==> src/design/gfbl_pkg.sv <==
package gfbl_pkg;

    localparam int BLK_W   = 10;
    localparam int TDATA_W = 16;

    localparam logic REQ_ALLOC   = 1'b0;
    localparam logic REQ_RELEASE = 1'b1;

    localparam logic STATUS_OK   = 1'b0;
    localparam logic STATUS_FAIL = 1'b1;

    typedef enum logic [1:0] {
        RES_NONE,
        RES_FAIL,
        RES_BLOCK
    } t_res_sel;

    typedef struct packed {
        logic     capture;
        logic     sweep_start;
        logic     spill;
        logic     sweep_step;
        logic     sweeping;
        logic     pop;
        logic     push;
        logic     seed;
        logic     set_link;
        logic     set_full;
        logic     res_load;
        t_res_sel res_sel;
        logic     emit;
    } t_dp_cmd;

    typedef struct packed {
        logic req_release;
        logic count_zero;
        logic count_one;
        logic count_full;
        logic blk_oob;
        logic link_bad;
        logic sweep_last;
        logic out_free;
    } t_dp_sts;

endpackage

==> src/design/gfbl_ctrl.sv <==
module gfbl_ctrl (
    input  logic              i_clk,
    input  logic              i_rst_n,
    input  logic              i_accept,
    input  gfbl_pkg::t_dp_sts i_sts,
    output gfbl_pkg::t_dp_cmd o_cmd,
    output logic              o_ready
);

    import gfbl_pkg::*;

    typedef enum logic [2:0] {
        ST_IDLE,
        ST_DECIDE,
        ST_SEED,
        ST_SWEEP,
        ST_FINISH
    } t_state;

    t_state r_state, n_state;
    logic   r_ready, n_ready;

    always_comb begin
        o_cmd   = '0;
        n_state = r_state;
        n_ready = r_ready;
        unique case (r_state)
            ST_IDLE: begin
                if (i_accept) begin
                    o_cmd.capture = 1'b1;
                    n_ready       = 1'b0;
                    n_state       = ST_DECIDE;
                end
            end
            ST_DECIDE: begin
                o_cmd.res_load = 1'b1;
                n_state        = ST_FINISH;
                if (!i_sts.req_release) begin
                    if (i_sts.count_zero) begin
                        o_cmd.res_sel = RES_FAIL;
                    end else if (i_sts.count_one) begin
                        if (i_sts.link_bad) begin
                            o_cmd.res_sel = RES_FAIL;
                        end else begin
                            o_cmd.res_sel     = RES_BLOCK;
                            o_cmd.sweep_start = 1'b1;
                            o_cmd.spill       = 1'b0;
                            n_state           = ST_SWEEP;
                        end
                    end else begin
                        o_cmd.res_sel = RES_BLOCK;
                        o_cmd.pop     = 1'b1;
                    end
                end else begin
                    o_cmd.res_sel = RES_NONE;
                    if (!i_sts.blk_oob) begin
                        if (i_sts.count_full) begin
                            o_cmd.sweep_start = 1'b1;
                            o_cmd.spill       = 1'b1;
                            n_state           = ST_SWEEP;
                        end else if (i_sts.count_zero) begin
                            o_cmd.seed = 1'b1;
                            n_state    = ST_SEED;
                        end else begin
                            o_cmd.push = 1'b1;
                        end
                    end
                end
            end
            ST_SEED: begin
                o_cmd.push = 1'b1;
                n_state    = ST_FINISH;
            end
            ST_SWEEP: begin
                o_cmd.sweeping = 1'b1;
                if (i_sts.sweep_last) begin
                    o_cmd.set_link = i_sts.req_release;
                    o_cmd.set_full = !i_sts.req_release;
                    n_state        = ST_FINISH;
                end else begin
                    o_cmd.sweep_step = 1'b1;
                end
            end
            ST_FINISH: begin
                if (i_sts.out_free) begin
                    o_cmd.emit = 1'b1;
                    n_ready    = 1'b1;
                    n_state    = ST_IDLE;
                end
            end
            default: begin
                n_state = ST_IDLE;
                n_ready = 1'b1;
            end
        endcase
    end

    always_ff @(posedge i_clk) begin
        if (!i_rst_n) begin
            r_state <= ST_IDLE;
            r_ready <= 1'b0;
        end else begin
            r_state <= n_state;
            r_ready <= (r_state == ST_IDLE && !i_accept) ? 1'b1 : n_ready;
        end
    end

    assign o_ready = r_ready;

endmodule

==> config.mk <==
export PLATFORM = sky130hd
export DESIGN_NAME = gfbl_ctrl
export DESIGN_NICKNAME = d
export VERILOG_FILES = /design/src/design/gfbl_pkg.sv /design/src/design/gfbl_ctrl.sv
export SDC_FILE = /design/constraint.sdc
export NUM_CORES = 1
export LEC_CHECK = 0
export ABC_AREA = 1
export BUFFER_PORTS_ARGS = -buffer_cell sky130_fd_sc_hd__buf_2
export CAP_MARGIN = 20
export CELL_PAD_IN_SITES_DETAIL_PLACEMENT = 1
export CELL_PAD_IN_SITES_GLOBAL_PLACEMENT = 2
export CORE_MARGIN = 4
export CORE_UTILIZATION = 16
export DETAILED_ROUTE_END_ITERATION = 10
export PLACE_DENSITY_LB_ADDON = 0.2
export SLEW_MARGIN = 20
export SYNTH_ARGS = -nofsm -noshare
export SYNTH_HDL_FRONTEND = slang
export SYNTH_SLANG_ARGS = --single-unit
==> constraint.sdc <==
create_clock -name i_clk -period 1.4 [get_ports i_clk]
set_input_delay 0.42 -clock i_clk [delete_from_list [all_inputs] [get_ports i_clk]]
set_output_delay 0.42 -clock i_clk [all_outputs]
set_load 0.005 [all_outputs]
==> results_dict.tcl <==
set metrics [dict create \
    outcome "finished with violations" \
    violations "negative setup slack" \
    ys.warnings.count 0 \
    layout-area-overhead-vs-synth_pct 106.7 \
    die_h_um 56.19 \
    crit_path_start_kind "flip-flop" \
    die_area_um2 3157 \
    synth_sequential_area_ratio 0.2155 \
    post-route-period-util 1.123 \
    vias 600 \
    ys_seq_elements 4 \
    fin_tns_setup_ns -1.547 \
    setup_viol 13 \
    drt_first_pass_iters 4 \
    crit_required_ns 0.98 \
    grt_pass1_vias 623 \
    rsz0062_at_grt "yes" \
    antenna_cells 0 \
    die_w_um 56.19 \
    r2r_start "r_state[2]" \
    ant_nets 0 \
    layout-drive-gt1-share 0.5913 \
    fin_ws_ns -0.1728 \
    initial_utilization 0.1680 \
    critPathKind "flip-flop to primary output" \
    ys_dominant_reg_cell "sky130_fd_sc_hd__dfxtp_1" \
    post_synth_num_cell_types 15 \
    grt_start_max_net_pins 6 \
    fmaxAchievable_ghz 0.6358 \
    finalWirelength_um 1496 \
    timing.reg2reg.setup_slack_ns 0.10 \
    avgViaCountPerCell 4.196 \
    grt_pass1_wl_um 2539 \
    clock_sink_count 4 \
    hold_viol 0 \
    clk_latency_ns 0.24 \
    detail_route.iter0.violations 2 \
    kind_of_path_behind_the_tightest_hold_check "flip-flop to flip-flop" \
    cts_htree_levels 1 \
    io-pin-count 26 \
    worstReg2RegEnd "r_state[0]" \
    hold-path-endpoint "o_ready" \
    overflow 0 \
    cts.clk_slew.worst_paths_ns 0.04 \
    cellPowerDensity_nw_per_um2 867.5 \
    synth.largest_area_cell "sky130_fd_sc_hd__dfxtp_1" \
    number_of_synthesized_flops_with_an_enable_pin 0 \
    cts.path.max_buffers 2 \
    peakVddDrop_uv 427.7 \
    min_from "o_ready" \
    finalClockSkew_ns 0.00008535 \
    final_core_util 0.3473 \
    timing.final.crit_period_ns 1.573 \
    slew-limit-headroom 0.8635 \
    post_synth.cell_area_avg_um2 5.309 \
    min_delay_path_depth 2 \
    max-cap-violations 0 \
    synth.most_common_cell "sky130_fd_sc_hd__nand2_1" \
    drv_slew 0 \
    asyncSetResetFlopFracSynth 0 \
    cts-root-buf "sky130_fd_sc_hd__clkbuf_4" \
    num_rows 17 \
    cellLeakagePower_nw 0.4410 \
    mappedNetlistNets 81 \
    place_congestion 0.7104 \
    crit_arrival_ns 1.15 \
    synth.top_cell.area_share 0.2155 \
    layout.nets 128 \
    synth_area_leaders "sky130_fd_sc_hd__dfxtp_1 22%, sky130_fd_sc_hd__nand2_1 17%, sky130_fd_sc_hd__inv_1 15%" \
    grt_antenna_before_repair 0 \
    core_region_area_um2 2212 \
    post_drt_wl_per_cell_um 10.46 \
    cts_hold_buf 0 \
    netlist_area_um2 371.6 \
    post_synth_inst_count 70 \
    finalHoldWorstSlack_ns 0.4424 \
    synth_top_cells_by_count "17 x sky130_fd_sc_hd__nand2_1, 15 x sky130_fd_sc_hd__inv_1, 10 x sky130_fd_sc_hd__nor2_1, 5 x sky130_fd_sc_hd__nand3_1" \
    drc 0 \
    timing.reg2reg.worst_path_depth 10 \
    dp.final_hpwl_um 1214 \
    globalRouteTotalUtil 0.1008 \
    cts_tree "done" \
    timing_worst_slew_pin_value_ns 0.2030 \
    timing.critical_path.fanout_max 4 \
    timing.critical_path.to_type "primary output" \
    tritoncts.num_buffers 3 \
    buffer_ports.inserted 25 \
]
-- layout make-up --
type	count	area (um^2)
Inverter	16	60.06
Timing Repair Buffer	42	260.3
Fill cell	312	1444
Multi-Input combinational cell	50	301.5
Sequential cell	4	88.84
Clock buffer	3	22.52
Tap cell	28	35.03
-- logic make-up after synthesis --
kind of cell,Yosys count,synth area share
compound gates,8,0.1280
buf+inv,16,0.1616
simple gates,42,0.4950
flops,4,0.2155
-- per-stage QoR --
stage | total power [mW] | std cells | setup slack, ns | cell area [um^2]
after floorplan | 0.2808 | 70 | 0.1076 | 371.6
after global placement | 0.4444 | 137 | -0.1223 | 636.9
after detailed placement | 0.4483 | 137 | -0.1163 | 636.9
after CTS | 0.6574 | 142 | -0.1890 | 729.5
after global routing | 0.7217 | 143 | -0.2665 | 768.2
final | 0.6665 | 143 | -0.1728 | 768.2
-- repair_timing --
action / CTS / global route
pin swaps: 6 / 6
resized for setup: 16 / 9
setup endpoints to repair: 14 / 14
hold endpoints to repair: 0 / 0
buffers inserted: 2 / 1
-- worst max-delay path, cell delays in order (launching register included) --
cell                      delay (ns)
sky130_fd_sc_hd__dfxtp_2        0.32
sky130_fd_sc_hd__inv_2          0.05
sky130_fd_sc_hd__nand2_2        0.06
sky130_fd_sc_hd__inv_2          0.07
sky130_fd_sc_hd__nand2_4        0.06
sky130_fd_sc_hd__buf_6          0.13
sky130_fd_sc_hd__nor3_4         0.09
sky130_fd_sc_hd__buf_2          0.13
-- routing by layer --
metal | routed length [um] | global-route usage | part of all wire | up-vias
met3 | 98 | 0.02784 | 0.066 | 5
met4 | 31 | 0.05085 | 0.021 | 0
met2 | 787 | 0.1853 | 0.53 | 18
li1 | - | - | - | 309
met1 | 578 | 0.1025 | 0.39 | 268
met5 | 0 | 0 | 0 | -
-- worst max path at each step --
stage | from | end | slack (ns) | cells past startpoint
floorplan | r_state[2] | o_cmd[7] | 0.11 | 5
global placement | i_sts[7] | o_cmd[12] | -0.12 | 7
detailed placement | i_sts[6] | o_cmd[7] | -0.12 | 5
CTS | r_state[2] | o_cmd[12] | -0.19 | 7
global route | r_state[2] | o_cmd[1] | -0.27 | 7
finish | r_state[2] | o_cmd[1] | -0.17 | 7
-- power by group --
part	leakage [nW]	internal, mW	switching (mW)
Clock	0.0138	0.0962	0.0512
Sequential	0.0348	0.138	0.0165
Combinational	0.392	0.183	0.182
Total	0.441	0.417	0.250
-- flip-flops by register name, indices dropped and copies added, names as in the netlist --
register  flops
o_ready       1
r_state       3
-- cell usage in the layout, fill, tap and decap left out --
cell type                   n
sky130_fd_sc_hd__nor4_2     1
sky130_fd_sc_hd__nor3_4     1
sky130_fd_sc_hd__nor3_1     1
sky130_fd_sc_hd__nand2_4    1
sky130_fd_sc_hd__dfxtp_1    1
sky130_fd_sc_hd__a21oi_1    2
sky130_fd_sc_hd__o21ai_0    1
sky130_fd_sc_hd__o211ai_1   1
sky130_fd_sc_hd__nand3_1    4
sky130_fd_sc_hd__nor3_2     2
sky130_fd_sc_hd__nand2_1   14
sky130_fd_sc_hd__dfxtp_2    1
sky130_fd_sc_hd__inv_1     12
sky130_fd_sc_hd__inv_2      4
sky130_fd_sc_hd__buf_4     15
sky130_fd_sc_hd__buf_6      2
sky130_fd_sc_hd__nor2_1    10
sky130_fd_sc_hd__nand2_2    5
sky130_fd_sc_hd__nor2_4     2
sky130_fd_sc_hd__nand3_2    1
sky130_fd_sc_hd__dfxtp_4    2
sky130_fd_sc_hd__buf_2     25
sky130_fd_sc_hd__a31oi_1    1
sky130_fd_sc_hd__a21oi_2    2
sky130_fd_sc_hd__o32ai_2    1
sky130_fd_sc_hd__clkbuf_4   3
Note: power is estimated with default switching activity, not from simulation.
